[config.mk]
export PLATFORM = sky130hd
export DESIGN_NAME = atlas_tile_slot_allocator
export DESIGN_NICKNAME = d
export VERILOG_FILES = /design/src/rtl/atsa_pkg.sv /design/src/rtl/atlas_tile_slot_allocator.sv /design/src/rtl/atsa_front.sv /design/src/rtl/atsa_back.sv
export VERILOG_INCLUDE_DIRS = /design/src /design/src/rtl
export SDC_FILE = /design/constraint.sdc
export NUM_CORES = 2
export LEC_CHECK = 0
export BUFFER_PORTS_ARGS = -buffer_cell sky130_fd_sc_hd__buf_2
export CORE_MARGIN = 10
export CORE_UTILIZATION = 30
export CTS_CLUSTER_SIZE = 30
export DETAILED_ROUTE_END_ITERATION = 6
export PLACE_DENSITY = 0.44
export SLEW_MARGIN = 5
export SYNTH_ARGS = -nofsm -noshare
export SYNTH_HDL_FRONTEND = slang
export SYNTH_SLANG_ARGS = --single-unit
[constraint.sdc]
create_clock -name clk -period 9.2 [get_ports clk]
set_input_delay 1.84 -clock clk [delete_from_list [all_inputs] [get_ports clk]]
set_output_delay 1.84 -clock clk [all_outputs]
set_load 0.01 [all_outputs]
[src/rtl/atlas_tile_slot_allocator_assert.svh]
// ----------------------------------------------------------------------------
// Assertion macros for the atlas tile slot allocator
// Each macro expects clk and rst_n in the scope where it is used.
// ----------------------------------------------------------------------------
`ifndef ATLAS_TILE_SLOT_ALLOCATOR_ASSERT_SVH
`define ATLAS_TILE_SLOT_ALLOCATOR_ASSERT_SVH
`ifndef SYNTHESIS
// condition holds at every clock edge out of reset
`define ATSA_ASSERT(label, cond) \
  label: assert property (@(posedge clk) disable iff (!rst_n) (cond)) \
    else $error("atsa: assertion failed");
// when pre holds, post holds at the next edge
`define ATSA_ASSERT_NEXT(label, pre, post) \
  label: assert property (@(posedge clk) disable iff (!rst_n) (pre) |=> (post)) \
    else $error("atsa: assertion failed");
`else
`define ATSA_ASSERT(label, cond)
`define ATSA_ASSERT_NEXT(label, pre, post)
`endif
`endif

[src/rtl/atsa_pkg.sv]
// ----------------------------------------------------------------------------
// atsa_pkg
// Shared types, codes and constants of the atlas tile slot allocator.
// ----------------------------------------------------------------------------
`default_nettype none

package atsa_pkg;

  // defaults for the top-level parameters
  localparam int DEF_MAX_SLOTS = 1024;

  // occupancy bitmap word
  localparam int WORD_BITS = 32;
  localparam int WORD_LOG2 = 5;

  // commands
  localparam logic CMD_ADD    = 1'b0;
  localparam logic CMD_REMOVE = 1'b1;

  // result status codes
  localparam logic [1:0] ST_OK   = 2'd0;
  localparam logic [1:0] ST_FULL = 2'd1;
  localparam logic [1:0] ST_BAD  = 2'd2;

  // configuration register indexes
  localparam logic [1:0] REG_TILE_W    = 2'd0;
  localparam logic [1:0] REG_TILE_H    = 2'd1;
  localparam logic [1:0] REG_SLOT_LIMIT = 2'd2;

  // width of a slot position that can also hold the slot count
  function automatic int pos_width(input int max_slots);
    int rows;
    rows = (max_slots + WORD_BITS - 1) / WORD_BITS;
    return $clog2(rows * WORD_BITS) + 1;
  endfunction

  typedef struct packed {
    logic       command;
    logic [9:0] slot_index;
  } atsa_in_t;

  typedef struct packed {
    logic [1:0]  status;
    logic [9:0]  given_slot;
    logic [13:0] pixel_x;
    logic [13:0] pixel_y;
    logic        layer_full;
    logic [2:0]  grid_log2;
    logic [4:0]  texture_log2;
  } atsa_out_t;

  // classified command handed from front to back
  typedef struct packed {
    logic       is_add;
    logic [9:0] slot_index;
  } atsa_cmd_t;

  typedef struct packed {
    logic [3:0]  tile_width_log2;
    logic [3:0]  tile_height_log2;
    logic [10:0] slot_limit;
  } atsa_cfg_t;

endpackage

`default_nettype wire

[src/rtl/atlas_tile_slot_allocator.sv]
// ----------------------------------------------------------------------------
// atlas_tile_slot_allocator
// Slot allocator for one atlas layer of equal power-of-two tiles.
// ----------------------------------------------------------------------------
// Commands are taken into a two-entry queue and run one at a time; each gives
// one result beat. A full add, or a remove whose index is at or above the
// high-water mark, goes straight to the result state. Other removes read the
// bitmap word and clear the bit if it is set. An add that fills a hole marks
// its word, then searches for the next free slot up to the high-water mark,
// reading one further 32-slot bitmap word per cycle; an add at the high-water
// mark grows it and skips the search. Adds then compute the pixel position.
// A result beat that is not taken holds the back part. The bitmap needs no
// clearing pass: words above the high-water mark read as empty. Configuration
// must be written only while the block is idle; the block does not enforce it.
`default_nettype none

module atlas_tile_slot_allocator #(
  parameter int MAX_SLOTS = atsa_pkg::DEF_MAX_SLOTS
) (
  input  wire logic                clk,
  input  wire logic                rst_n,
  input  wire logic                in_valid,
  output logic                     in_ready,
  input  wire atsa_pkg::atsa_in_t  in_data,
  output logic                     out_valid,
  input  wire logic                out_ready,
  output atsa_pkg::atsa_out_t      out_data,
  input  wire logic                cfg_we,
  input  wire logic [1:0]          cfg_index,
  input  wire logic [10:0]         cfg_data
);

  `include "atlas_tile_slot_allocator_assert.svh"

  localparam int PW = atsa_pkg::pos_width(MAX_SLOTS);

  atsa_pkg::atsa_cfg_t cfg_r;
  logic                q_valid;
  atsa_pkg::atsa_cmd_t q_cmd;
  logic                q_pop;
  logic [PW-1:0]       first_free;
  logic [PW-1:0]       high_water;

  // configuration registers
  always_ff @(posedge clk) begin
    if (!rst_n) begin
      cfg_r.tile_width_log2  <= 4'd0;
      cfg_r.tile_height_log2 <= 4'd0;
      cfg_r.slot_limit       <= 11'd1024;
    end else if (cfg_we) begin
      case (cfg_index)
        atsa_pkg::REG_TILE_W:     cfg_r.tile_width_log2  <= cfg_data[3:0];
        atsa_pkg::REG_TILE_H:     cfg_r.tile_height_log2 <= cfg_data[3:0];
        atsa_pkg::REG_SLOT_LIMIT: cfg_r.slot_limit       <= cfg_data;
        default: begin
        end
      endcase
    end
  end

  atsa_front u_front (
    .clk      (clk),
    .rst_n    (rst_n),
    .in_valid (in_valid),
    .in_ready (in_ready),
    .in_data  (in_data),
    .q_valid  (q_valid),
    .q_cmd    (q_cmd),
    .q_pop    (q_pop)
  );

  atsa_back #(
    .MAX_SLOTS (MAX_SLOTS),
    .PW        (PW)
  ) u_back (
    .clk        (clk),
    .rst_n      (rst_n),
    .cfg        (cfg_r),
    .q_valid    (q_valid),
    .q_cmd      (q_cmd),
    .q_pop      (q_pop),
    .out_valid  (out_valid),
    .out_ready  (out_ready),
    .out_data   (out_data),
    .first_free (first_free),
    .high_water (high_water)
  );

  // first free slot never passes the high-water mark
  `ATSA_ASSERT(a_ff_le_hw, first_free <= high_water)
  // the high-water mark only grows
  `ATSA_ASSERT_NEXT(a_hw_grows, 1'b1, high_water >= $past(high_water))
  // a full add always reports the layer as full
  `ATSA_ASSERT(a_full_flag, !(out_valid && out_data.status == atsa_pkg::ST_FULL) || out_data.layer_full)

endmodule

`default_nettype wire

[src/rtl/atsa_front.sv]
// ----------------------------------------------------------------------------
// atsa_front
// Accepts command beats, classifies them and holds them in a two-entry queue.
// ----------------------------------------------------------------------------
`default_nettype none

module atsa_front (
  input  wire logic               clk,
  input  wire logic               rst_n,
  input  wire logic               in_valid,
  output logic                    in_ready,
  input  wire atsa_pkg::atsa_in_t in_data,
  output logic                    q_valid,
  output atsa_pkg::atsa_cmd_t     q_cmd,
  input  wire logic               q_pop
);

  atsa_pkg::atsa_cmd_t entry_r [2];
  logic       wr_ptr_r, wr_ptr_nxt;
  logic       rd_ptr_r, rd_ptr_nxt;
  logic [1:0] cnt_r, cnt_nxt;
  logic       push;
  logic       pop;

  assign in_ready = (cnt_r != 2'd2);
  assign q_valid  = (cnt_r != 2'd0);
  assign q_cmd    = entry_r[rd_ptr_r];
  assign push     = in_valid && in_ready;
  assign pop      = q_pop && q_valid;

  // pointer and fill count
  always_comb begin
    wr_ptr_nxt = wr_ptr_r ^ push;
    rd_ptr_nxt = rd_ptr_r ^ pop;
    cnt_nxt    = cnt_r;
    if (push && !pop) begin
      cnt_nxt = cnt_r + 2'd1;
    end else if (pop && !push) begin
      cnt_nxt = cnt_r - 2'd1;
    end
  end

  always_ff @(posedge clk) begin
    if (!rst_n) begin
      wr_ptr_r <= 1'b0;
      rd_ptr_r <= 1'b0;
      cnt_r    <= 2'd0;
    end else begin
      wr_ptr_r <= wr_ptr_nxt;
      rd_ptr_r <= rd_ptr_nxt;
      cnt_r    <= cnt_nxt;
    end
  end

  // classify on entry
  always_ff @(posedge clk) begin
    if (push) begin
      entry_r[wr_ptr_r].is_add     <= (in_data.command == atsa_pkg::CMD_ADD);
      entry_r[wr_ptr_r].slot_index <= in_data.slot_index;
    end
  end

endmodule

`default_nettype wire

[src/rtl/atsa_back.sv]
// ----------------------------------------------------------------------------
// atsa_back
// Executes add and remove commands against the occupancy bitmap and builds
// the result beat in an output register.
// ----------------------------------------------------------------------------
`default_nettype none

module atsa_back #(
  parameter int MAX_SLOTS = atsa_pkg::DEF_MAX_SLOTS,
  parameter int PW        = atsa_pkg::pos_width(atsa_pkg::DEF_MAX_SLOTS)
) (
  input  wire logic                clk,
  input  wire logic                rst_n,
  input  wire atsa_pkg::atsa_cfg_t cfg,
  input  wire logic                q_valid,
  input  wire atsa_pkg::atsa_cmd_t q_cmd,
  output logic                     q_pop,
  output logic                     out_valid,
  input  wire logic                out_ready,
  output atsa_pkg::atsa_out_t      out_data,
  output logic [PW-1:0]            first_free,
  output logic [PW-1:0]            high_water
);

  localparam int WB   = atsa_pkg::WORD_LOG2;
  localparam int WBIT = atsa_pkg::WORD_BITS;
  localparam int ROWS = (MAX_SLOTS + WBIT - 1) / WBIT;
  localparam int RW   = (ROWS > 1) ? $clog2(ROWS) : 1;
  localparam int LW   = (PW > 11) ? PW : 11;
  localparam int CLW  = $clog2(PW + 1);

  localparam logic [2:0] S_IDLE   = 3'd0;
  localparam logic [2:0] S_RD_ADD = 3'd1;
  localparam logic [2:0] S_SCAN   = 3'd2;
  localparam logic [2:0] S_RD_REM = 3'd3;
  localparam logic [2:0] S_PIX    = 3'd4;
  localparam logic [2:0] S_FIN    = 3'd5;

  // occupancy bitmap, one row per word
  logic [WBIT-1:0] mem [ROWS];
  logic [WBIT-1:0] rd_data_r;
  logic            rd_en;
  logic [RW-1:0]   rd_row;
  logic            wr_en;
  logic [RW-1:0]   wr_row;
  logic [WBIT-1:0] wr_data;

  logic [2:0]      state_r, state_nxt;
  logic [PW-1:0]   ff_r, ff_nxt;
  logic [PW-1:0]   hw_r, hw_nxt;
  logic [PW-1:0]   slot_r, slot_nxt;
  logic [PW-1:0]   scan_r, scan_nxt;
  logic            rowv_r, rowv_nxt;
  logic [1:0]      status_r, status_nxt;
  logic [9:0]      given_r, given_nxt;
  logic [13:0]     px_r, px_nxt;
  logic [13:0]     py_r, py_nxt;
  logic            out_valid_r, out_valid_nxt;
  atsa_pkg::atsa_out_t out_r, out_nxt;

  // shared combinational terms
  logic [3:0]      tile_d;
  logic [3:0]      tile_big;
  logic [LW-1:0]   lim;
  logic [WBIT-1:0] word;
  logic [WBIT-1:0] bit_mask;
  logic [WBIT-1:0] low_mask;
  logic [WB:0]     fz;
  logic [PW-1:0]   cur_pos;
  logic [PW-1:0]   cand;
  logic [PW-1:0]   next_row;
  logic [PW-1:0]   hm1;
  logic [PW-1:0]   gv;
  logic [CLW-1:0]  bitlen;
  logic [3:0]      grid_full;
  logic [PW-1:0]   sv;
  logic [PW-1:0]   sv1;
  logic [27:0]     svx;
  logic [27:0]     sv1x;
  logic [13:0]     xe;
  logic [13:0]     ye;
  logic [15:0]     yy;
  logic [13:0]     xs;
  logic [13:0]     ys;

  function automatic logic [RW-1:0] row_of(input logic [PW-1:0] p);
    return RW'(p >> WB);
  endfunction

  // lowest clear bit of a word: {found, position}
  function automatic logic [WB:0] first_zero(input logic [WBIT-1:0] w);
    logic [WB:0] r;
    r = '0;
    for (int i = WBIT - 1; i >= 0; i--) begin
      if (!w[i]) begin
        r = {1'b1, WB'(i)};
      end
    end
    return r;
  endfunction

  assign out_valid  = out_valid_r;
  assign out_data   = out_r;
  assign first_free = ff_r;
  assign high_water = hw_r;

  // tile shape terms and effective limit
  always_comb begin
    if (cfg.tile_width_log2 > cfg.tile_height_log2) begin
      tile_d   = cfg.tile_width_log2 - cfg.tile_height_log2;
      tile_big = cfg.tile_width_log2;
    end else begin
      tile_d   = cfg.tile_height_log2 - cfg.tile_width_log2;
      tile_big = cfg.tile_height_log2;
    end
    if (LW'(cfg.slot_limit) < LW'(MAX_SLOTS)) begin
      lim = LW'(cfg.slot_limit);
    end else begin
      lim = LW'(MAX_SLOTS);
    end
  end

  // Morton placement of the current slot, short side on the low bits
  always_comb begin
    sv   = slot_r >> tile_d;
    sv1  = slot_r >> ({1'b0, tile_d} + 5'd1);
    svx  = 28'(sv);
    sv1x = 28'(sv1);
    for (int i = 0; i < 14; i++) begin
      xe[i] = svx[2*i];
      ye[i] = sv1x[2*i];
    end
    yy = (16'(ye) << tile_d) | (16'(slot_r) & ~(16'hFFFF << tile_d));
    if (cfg.tile_width_log2 < cfg.tile_height_log2) begin
      xs = yy[13:0];
      ys = xe;
    end else begin
      xs = xe;
      ys = yy[13:0];
    end
  end

  // grid size needed for the high-water count
  always_comb begin
    hm1    = hw_r - PW'(1);
    gv     = hm1 >> tile_d;
    bitlen = '0;
    for (int i = 0; i < PW; i++) begin
      if (gv[i]) begin
        bitlen = CLW'(i + 1);
      end
    end
    if (hw_r == '0) begin
      grid_full = 4'd0;
    end else begin
      grid_full = 4'((5'(bitlen) + 5'd1) >> 1);
    end
  end

  // command sequencer
  always_comb begin
    state_nxt     = state_r;
    ff_nxt        = ff_r;
    hw_nxt        = hw_r;
    slot_nxt      = slot_r;
    scan_nxt      = scan_r;
    rowv_nxt      = rowv_r;
    status_nxt    = status_r;
    given_nxt     = given_r;
    px_nxt        = px_r;
    py_nxt        = py_r;
    out_valid_nxt = out_valid_r && !out_ready;
    out_nxt       = out_r;
    q_pop         = 1'b0;
    rd_en         = 1'b0;
    rd_row        = '0;
    wr_en         = 1'b0;
    wr_row        = '0;
    wr_data       = '0;
    word          = rowv_r ? rd_data_r : '0;
    cur_pos       = (state_r == S_SCAN) ? scan_r : slot_r;
    bit_mask      = WBIT'(1) << cur_pos[WB-1:0];
    low_mask      = WBIT'(((WBIT+1)'(2) << cur_pos[WB-1:0]) - (WBIT+1)'(1));
    fz            = '0;
    cand          = {cur_pos[PW-1:WB], fz[WB-1:0]};
    next_row      = {cur_pos[PW-1:WB] + 1'b1, WB'(0)};

    case (state_r)
      S_IDLE: begin
        if (q_valid) begin
          q_pop  = 1'b1;
          px_nxt = '0;
          py_nxt = '0;
          if (q_cmd.is_add) begin
            if (LW'(ff_r) >= lim) begin
              status_nxt = atsa_pkg::ST_FULL;
              given_nxt  = '0;
              state_nxt  = S_FIN;
            end else begin
              status_nxt = atsa_pkg::ST_OK;
              slot_nxt   = ff_r;
              given_nxt  = 10'(ff_r);
              rd_en      = 1'b1;
              rd_row     = row_of(ff_r);
              rowv_nxt   = ({ff_r[PW-1:WB], WB'(0)} < hw_r);
              state_nxt  = S_RD_ADD;
            end
          end else begin
            given_nxt = q_cmd.slot_index;
            if (LW'(q_cmd.slot_index) >= LW'(hw_r) ||
                LW'(q_cmd.slot_index) >= LW'(MAX_SLOTS)) begin
              status_nxt = atsa_pkg::ST_BAD;
              state_nxt  = S_FIN;
            end else begin
              status_nxt = atsa_pkg::ST_OK;
              slot_nxt   = PW'(q_cmd.slot_index);
              rd_en      = 1'b1;
              rd_row     = row_of(PW'(q_cmd.slot_index));
              rowv_nxt   = 1'b1;
              state_nxt  = S_RD_REM;
            end
          end
        end
      end

      S_RD_ADD, S_SCAN: begin
        if (state_r == S_RD_ADD) begin
          // mark the slot, then look for a gap above it in the same word
          wr_en   = 1'b1;
          wr_row  = row_of(slot_r);
          wr_data = word | bit_mask;
          fz      = first_zero(word | bit_mask | low_mask);
        end else begin
          fz      = first_zero(word);
        end
        cand = {cur_pos[PW-1:WB], fz[WB-1:0]};
        if (state_r == S_RD_ADD && slot_r >= hw_r) begin
          // slot at the high-water mark: grow
          hw_nxt    = slot_r + PW'(1);
          ff_nxt    = slot_r + PW'(1);
          state_nxt = S_PIX;
        end else if (fz[WB]) begin
          ff_nxt    = (cand < hw_r) ? cand : hw_r;
          state_nxt = S_PIX;
        end else if (next_row >= hw_r) begin
          ff_nxt    = hw_r;
          state_nxt = S_PIX;
        end else begin
          scan_nxt  = next_row;
          rd_en     = 1'b1;
          rd_row    = row_of(next_row);
          rowv_nxt  = 1'b1;
          state_nxt = S_SCAN;
        end
      end

      S_RD_REM: begin
        if (!word[slot_r[WB-1:0]]) begin
          status_nxt = atsa_pkg::ST_BAD;
        end else begin
          wr_en   = 1'b1;
          wr_row  = row_of(slot_r);
          wr_data = word & ~bit_mask;
          if (slot_r < ff_r) begin
            ff_nxt = slot_r;
          end
        end
        state_nxt = S_FIN;
      end

      S_PIX: begin
        px_nxt    = xs << cfg.tile_width_log2;
        py_nxt    = ys << cfg.tile_height_log2;
        state_nxt = S_FIN;
      end

      S_FIN: begin
        if (!out_valid_r || out_ready) begin
          out_valid_nxt        = 1'b1;
          out_nxt.status       = status_r;
          out_nxt.given_slot   = given_r;
          out_nxt.pixel_x      = px_r;
          out_nxt.pixel_y      = py_r;
          out_nxt.layer_full   = (LW'(ff_r) >= lim);
          out_nxt.grid_log2    = grid_full[2:0];
          out_nxt.texture_log2 = 5'(5'(tile_big) + 5'(grid_full));
          state_nxt            = S_IDLE;
        end
      end

      default: begin
        state_nxt = S_IDLE;
      end
    endcase
  end

  // bitmap port
  always_ff @(posedge clk) begin
    if (rd_en) begin
      rd_data_r <= mem[rd_row];
    end
    if (wr_en) begin
      mem[wr_row] <= wr_data;
    end
  end

  // control state
  always_ff @(posedge clk) begin
    if (!rst_n) begin
      state_r     <= S_IDLE;
      ff_r        <= '0;
      hw_r        <= '0;
      out_valid_r <= 1'b0;
    end else begin
      state_r     <= state_nxt;
      ff_r        <= ff_nxt;
      hw_r        <= hw_nxt;
      out_valid_r <= out_valid_nxt;
    end
  end

  // payload
  always_ff @(posedge clk) begin
    slot_r   <= slot_nxt;
    scan_r   <= scan_nxt;
    rowv_r   <= rowv_nxt;
    status_r <= status_nxt;
    given_r  <= given_nxt;
    px_r     <= px_nxt;
    py_r     <= py_nxt;
    out_r    <= out_nxt;
  end

endmodule

`default_nettype wire

Yosys cells after proc, flatten, opt, wreduce, memory -nomap -nowiden

Memories as Yosys holds them, arrays and structs flattened. A register that Yosys moved wholly into a read port is not among the register bits.
Cells that the tools add are included.

Add/subtract/negate cells: 11
$lt $le $gt $ge: 11
Eq/ne operators: 21
Shifts and indexed selects: 9
Mux-type cells: 161
Bitwise logic cells: 13
Reduce and logical (&&, ||, !) cells: 35

Operators by type and width:

| cell                    | count |
|---|---|
| $mux W6                 | 66 |
| $mux W11                | 11 |
| $mux W32                | 3 |
| $or A32 B32 Y32         | 2 |
| $pmux W32 S2            | 1 |
| $pmux W14 S2            | 2 |
| $mux W4                 | 13 |
| $mux W5                 | 9 |
| $mux W14                | 3 |
| $ge A11 B11 Y1          | 3 |
| $lt A11 B11 Y1          | 3 |
| $and A32 B32 Y32        | 1 |
| $not A32 Y32            | 1 |
| $shl A1 B5 Y32 const A  | 1 |
| $shl A2 B5 Y32 const A  | 1 |
| $sub A32 B2 Y32 const B | 1 |
| $mux W1                 | 28 |
| $shl A14 B4 Y14         | 2 |
| $mux W3                 | 8 |
| $pmux W11 S2            | 1 |
| $shr A11 B4 Y11         | 2 |
| $mux W10                | 2 |
| $pmux W5 S2             | 2 |
| $ne A2 B2 Y1 const B    | 8 |
| 46 further kinds        | 87 |

Register bits: 156
RAM bits: 1,046
Output and inout bits: 51
Logic and storage cells: 287
Memories kept: 2

Memory list:

| name            | words | bits a word | read ports | clocked after Yosys merged registers in | wr ports | line             | source |
|---|---|---|---|---|---|---|---|
| u_back.mem      | 32    | 32          | 1          | 1                                       | 1        | atsa_back.sv:40  | `logic [WBIT-1:0] mem [ROWS];` |
| u_front.entry_r | 2     | 11          | 1          | 1                                       | 1        | atsa_front.sv:18 | `atsa_pkg::atsa_cmd_t entry_r [2];` |

Logic depth before layout (Yosys ltp)

Word-level depth: 44
Mapped depth: 32
Depth with buffers taken out: 25

Modules after synthesis

From an unflattened synthesis, not the netlist that was laid out.

Cell total of the unflattened synthesis: 3,853
Area total of the unflattened synthesis: 55,537.0 sq um

By module, submodules not included:

| module                    | instances | cells each | area each (sq um) | sequential area each (sq um) |
|---|---|---|---|---|
| atsa_back                 | 1         | 3,720      | 53,769.1          | 35,444.0 |
| atsa_front                | 1         | 58         | 1,028.5           | 760.7 |
| atlas_tile_slot_allocator | 1         | 75         | 739.5             | 380.4 |

Worst setup path after synthesis

OpenSTA, ideal clock, no wires.

Kind: register -> register
Start point: reg u_back.state_r[0]
End point: reg u_back.ff_r[2], in the netlist u_back.first_free[2]
Setup time: 0.117 ns
Arrival time: 5.697 ns
Setup slack: 3.386 ns
Stages on the path, launching flop included: 31
Buffers on the path: 7
Path through: dfxtp_1 > buf_2 > or3b_1 > buf_2 > buf_6 > buf_2 > buf_1 > nand2_1 > nand2_1 > ha_1 > clkbuf_1 > nor2_1 > a31oi_1 > o2111a_1 > or4_4 > or2_4 > o32ai_1 > ha_1 > a21oi_1 > o21bai_1 > a21o_1 > a21oi_1 > nor2b_1 > o21ai_0 > nand2b_1 > a211o_1 > a21oi_1 > buf_4 > nand2_1 > or2_0 > a32o_1

Longest elaborated chain between the ends: 44
Elaborated cells between the ends (all ways): 57

RTL lines:

| item                                                      | line                               | source |
|---|---|---|
| from (decl)                                               | atsa_back.sv:48                    | `logic [2:0] state_r, state_nxt;` |
| from (signal assigned)                                    | atsa_back.sv:315                   | `state_r <= state_nxt;` |
| $eq A3 B2 Y1                                              | atsa_back.sv:181, atsa_back.sv:188 |  |
| $mux W11                                                  | atsa_back.sv:181                   | `cur_pos = (state_r == S_SCAN) ? scan_r : slot_r;` |
| $shl A2 B5 Y32 / $shl A1 B5 Y32 (equally long branches)   | atsa_back.sv:183, atsa_back.sv:182 |  |
| $sub A32 B2 Y32 / $or A32 B32 Y32 (equally long branches) | atsa_back.sv:183, atsa_back.sv:232 |  |
| $or A32 B32 Y32                                           | atsa_back.sv:232                   | `fz = first_zero(word \| bit_mask \| low_mask);` |
| $mux W6 (32 in series)                                    | atsa_back.sv:95                    | `if (!w[i]) begin` |
| $mux W6                                                   | atsa_back.sv:227                   | `if (state_r == S_RD_ADD) begin` |
| $mux W6                                                   | atsa_back.sv:188                   | `case (state_r)` |
| $lt A11 B11 Y1                                            | atsa_back.sv:243                   | `ff_nxt = (cand < hw_r) ? cand : hw_r;` |
| $mux W11                                                  | atsa_back.sv:243                   |  |
| $mux W11                                                  | atsa_back.sv:242                   | `end else if (fz[WB]) begin` |
| $mux W11                                                  | atsa_back.sv:237                   | `if (state_r == S_RD_ADD && slot_r >= hw_r) begin` |
| $pmux W11 S2                                              | atsa_back.sv:188                   |  |
| to (signal assigned)                                      | atsa_back.sv:316                   | `ff_r <= ff_nxt;` |
| to (decl)                                                 | atsa_back.sv:49                    | `logic [PW-1:0] ff_r, ff_nxt;` |

Parallel ways exist; a longest one is shown, timed or not. The select of a mux whose other input is x is not followed.
A chain may end at the register's enable or synchronous reset.

Final worst setup path

Start point: reg u_back.state_r[1]
End point: reg u_back.rd_data_r[10] (read register of u_back.mem), data pin

Longest elaborated chain between the ends: 42
Elaborated cells between the ends (all ways): 55

RTL lines:

| item                                                      | line                               | source |
|---|---|---|
| $eq A3 B2 Y1                                              | atsa_back.sv:181, atsa_back.sv:188 |  |
| $mux W11                                                  | atsa_back.sv:181                   |  |
| $shl A2 B5 Y32 / $shl A1 B5 Y32 (equally long branches)   | atsa_back.sv:183, atsa_back.sv:182 |  |
| $sub A32 B2 Y32 / $or A32 B32 Y32 (equally long branches) | atsa_back.sv:183, atsa_back.sv:232 |  |
| $or A32 B32 Y32                                           | atsa_back.sv:232                   |  |
| $mux W6 (32 in series)                                    | atsa_back.sv:95                    |  |
| $mux W6                                                   | atsa_back.sv:227                   |  |
| $mux W6                                                   | atsa_back.sv:188                   |  |
| $mux W5 / $mux W1 (equally long branches)                 | atsa_back.sv:242                   |  |
| $mux W5 / $mux W1 (equally long branches)                 | atsa_back.sv:237                   |  |
| $pmux W5 S2 / $pmux W1 S2 (equally long branches)         | atsa_back.sv:188                   |  |
| to (decl)                                                 | atsa_back.sv:41                    | `logic [WBIT-1:0] rd_data_r;` |

Parallel ways exist; a longest one is shown, timed or not. The select of a mux whose other input is x is not followed.

==> results.yml <==
synth:
  ys_ff_latch: 1235
  synth-edff-count: 1185
  yosysSeqAreaShare_pct: 65.23
  ys_warn_count: 0
  synthDistinctLibCells: 103
  ys.flop_type: "edfxtp_1"
  synth_area_per_cell_um2: 12.57
  async_reset_ff_share_pct: 0
  syn_inst: 4462
  syn_nets: 4579
  syn-cell-area_mm2: 0.05609
finish:
  fin_util_pct: 34.41
  n_fill_cell: 18230
  fin_area_mm2: 0.06387
  layout_commonest_cell: "edfxtp_1"
  seqCellArea_mm2: 0.03659
  areaGrowthSynthToFinish_pct: 13.87
  final_cell_mix: "edfxtp_1 (1185), nand2_1 (664), a211oi_1 (223)"
  multiInputGateArea_mm2: 0.01820
  drive_gt1_share_pct: 11.97
  finalNetCount: 4601
clock_tree:
  cts_tree: "yes"
  path_clk_slew_ps: 60
  clk_latency_ps: 800
  post_cts_buffers: 0
  cts_buffers: 139
  clkSinkCount: 1235
  cts_resized: 0
  cts_hold_buffers: 0
  clockBufferDepth: 3
  cts_root_buffer: "clkbuf_16"
  htreeDepth: 4
route:
  route.detailed.drc: 0
  antenna_left: 0
  wl_per_cell_um: 27.52
  drt_iter0_drc: 4095
  drt_wl_total_um: 194700
  drt_first_pass_iters: 6
  via_count: 38790
  vias_per_cell: 5.482
sta:
  tightestPinTransition_ps: 1294
  fin_skew_ps: 36.05
  drv_slew: 0
  relSlewSlack_pct: 13.34
  fmaxAchievable_mhz: 133.2
  rsz0062_at_grt: "false"
  finalCriticalPeriod_ps: 7506
  finalHoldViolCount: 0
  finalSetupViolations: 0
  min_period_over_period_pct: 81.59
  fin_setup_tns_ps: 0
die:
  chipWidth_um: 452.4
  die_area_mm2: 0.2047
  die_y_um: 452.4
  ios: 80
  initial_utilization_pct: 30.22
  core_area_mm2: 0.1856
  fp-row-count: 158
setup_path:
  cp.arrival_ps: 8130
  worst_setup_path_end_kind: "flop"
  cp-start-kind: "flop"
  worstPathMaxFanout: 20
  worstPathRequired_ps: 9820
  r2r-start: "u_back.state_r[1]"
  critPathKind: "flop to flop"
  crit_start: "u_back.state_r[1]"
run_status:
  status: "complete, no violations"
global_routing:
  grt_pass1_vias: 37650
  grt_max_degree: 128
  antenna_found_initial: 4
  grt_pass1_wl_um: 279800
  grt-ovfl-total: 0
  grt.total_usage_pct: 18.41
placement:
  dpl_cell_area_mm2: 0.05960
  place_hpwl_um: 113800
  gp_congestion: 0.9094
  io_buffers: 79
pwr:
  power.density_mw_per_mm2: 293.3
  p_total_uw: 18740
  vdd_drop_max_uv: 209.4
  p_leak_uw: 0.02131
run:
  cap_violations: 0
worst_hold_path:
  hp-class: "flop to flop"
  holdCritStartpoint: "u_back.given_r[2]"
## through the flow
step	instances	setup slack (ps)	hold slack [ps]
after floorplan	4462	3386	400.3
after global placement	6821	1895	400.9
after detailed placement	6822	1791	404.5
after CTS	7073	1754	418.7
after global routing	7075	1191	420.0
final	7076	1694	416.9
## registers in the layout, indices dropped and copies added (netlist names), 2 cells and up, named ones only
signal,count
cfg_r,19
u_back.rd_data_r,32
u_front.cnt_r,2
u_back.out_data,49
u_front.entry_r,22
u_back.px_r,14
u_back.slot_r,11
u_back.py_r,14
u_back.status_r,2
u_back.state_r,3
u_back.scan_r,6
u_back.given_r,10
u_back.mem,1024
u_back.first_free,11
u_back.high_water,11
## synth_stat cells, types with 21 or more instances
library cell	instances	area (µm²)
nor2_1	225	844.6
nor4_1	32	200.2
dfxtp_1	50	1001
ha_1	85	1064
o22ai_1	67	419.2
mux2i_1	144	1441
a211oi_1	223	1674
and3_1	172	1076
and2_1	21	131.4
a31oi_1	168	1051
nand2b_1	22	137.6
nand3_1	108	540.5
nand4_1	24	150.1
nor2b_1	21	131.4
buf_1	27	101.4
a21oi_1	189	945.9
buf_2	93	465.5
nand2_1	666	2500
clkbuf_1	179	671.9
nor3_1	59	295.3
o21ai_0	98	490.5
a32oi_1	67	586.8
or3_1	25	156.4
edfxtp_1	1185	35580
inv_1	60	225.2
a21o_1	35	262.8
## path summary, 6_finish.rpt
kind,end,slack [ps],cells past startpoint
max,u_back.rd_data_r[10],1690,16
min reg2reg,u_back.out_data[39],420,0
max reg2reg,u_back.rd_data_r[10],1690,16
min,u_back.out_data[39],420,0
## critical path: stages, from the launching register on
cell	delay [ps]
dfxtp_1	680
or3b_1	640
and3_1	360
nand2_1	150
ha_1	700
inv_1	250
a211oi_1	220
o21ai_0	160
a22oi_1	300
nor4bb_1	580
and4bb_1	410
o21a_1	410
a21o_1	680
nor2_1	300
nand2_1	820
o22ai_1	280
nor4_2	320
## power by group
| group | switching [µW] | internal (µW) | leakage [µW] |
|---|---|---|---|
| clock | 2330 | 2930 | 0.00206 |
| combinational | 4220 | 1930 | 0.00788 |
| sequential | 367 | 6960 | 0.0114 |
## cells by family after synthesis
| logic type | Yosys count | synth area share (%) |
|---|---|---|
| adders and majority gates | 88 | 2.003 |
| xor gates and xnor gates | 25 | 0.3904 |
| buffers and inverters | 390 | 3.119 |
| and+or+nand+nor | 1447 | 12.10 |
| AOI/OAI and AO/OA | 1095 | 13.50 |
| other | 1 | 0.006686 |
| muxes | 181 | 3.654 |
| DFF | 1235 | 65.23 |
## cell type report
class	instances	area share [%]
Clock inverter	64	0.8894
Antenna cell	2	0.007836
Multi-Input combinational cell	2837	28.50
Tap cell	2480	4.858
Inverter	62	0.3644
Timing Repair Buffer	209	2.343
Clock buffer	187	5.761
Sequential cell	1235	57.28
## routing by layer
metal,wire length [µm],track usage [%],up-vias
met2,89730,29.33,1332
li1,-,-,17380
met5,0,0,-
met4,5547,5.641,0
met3,10830,2.674,273
met1,88630,25.84,19810
No activity file was read; power rests on OpenSTA's default activity.
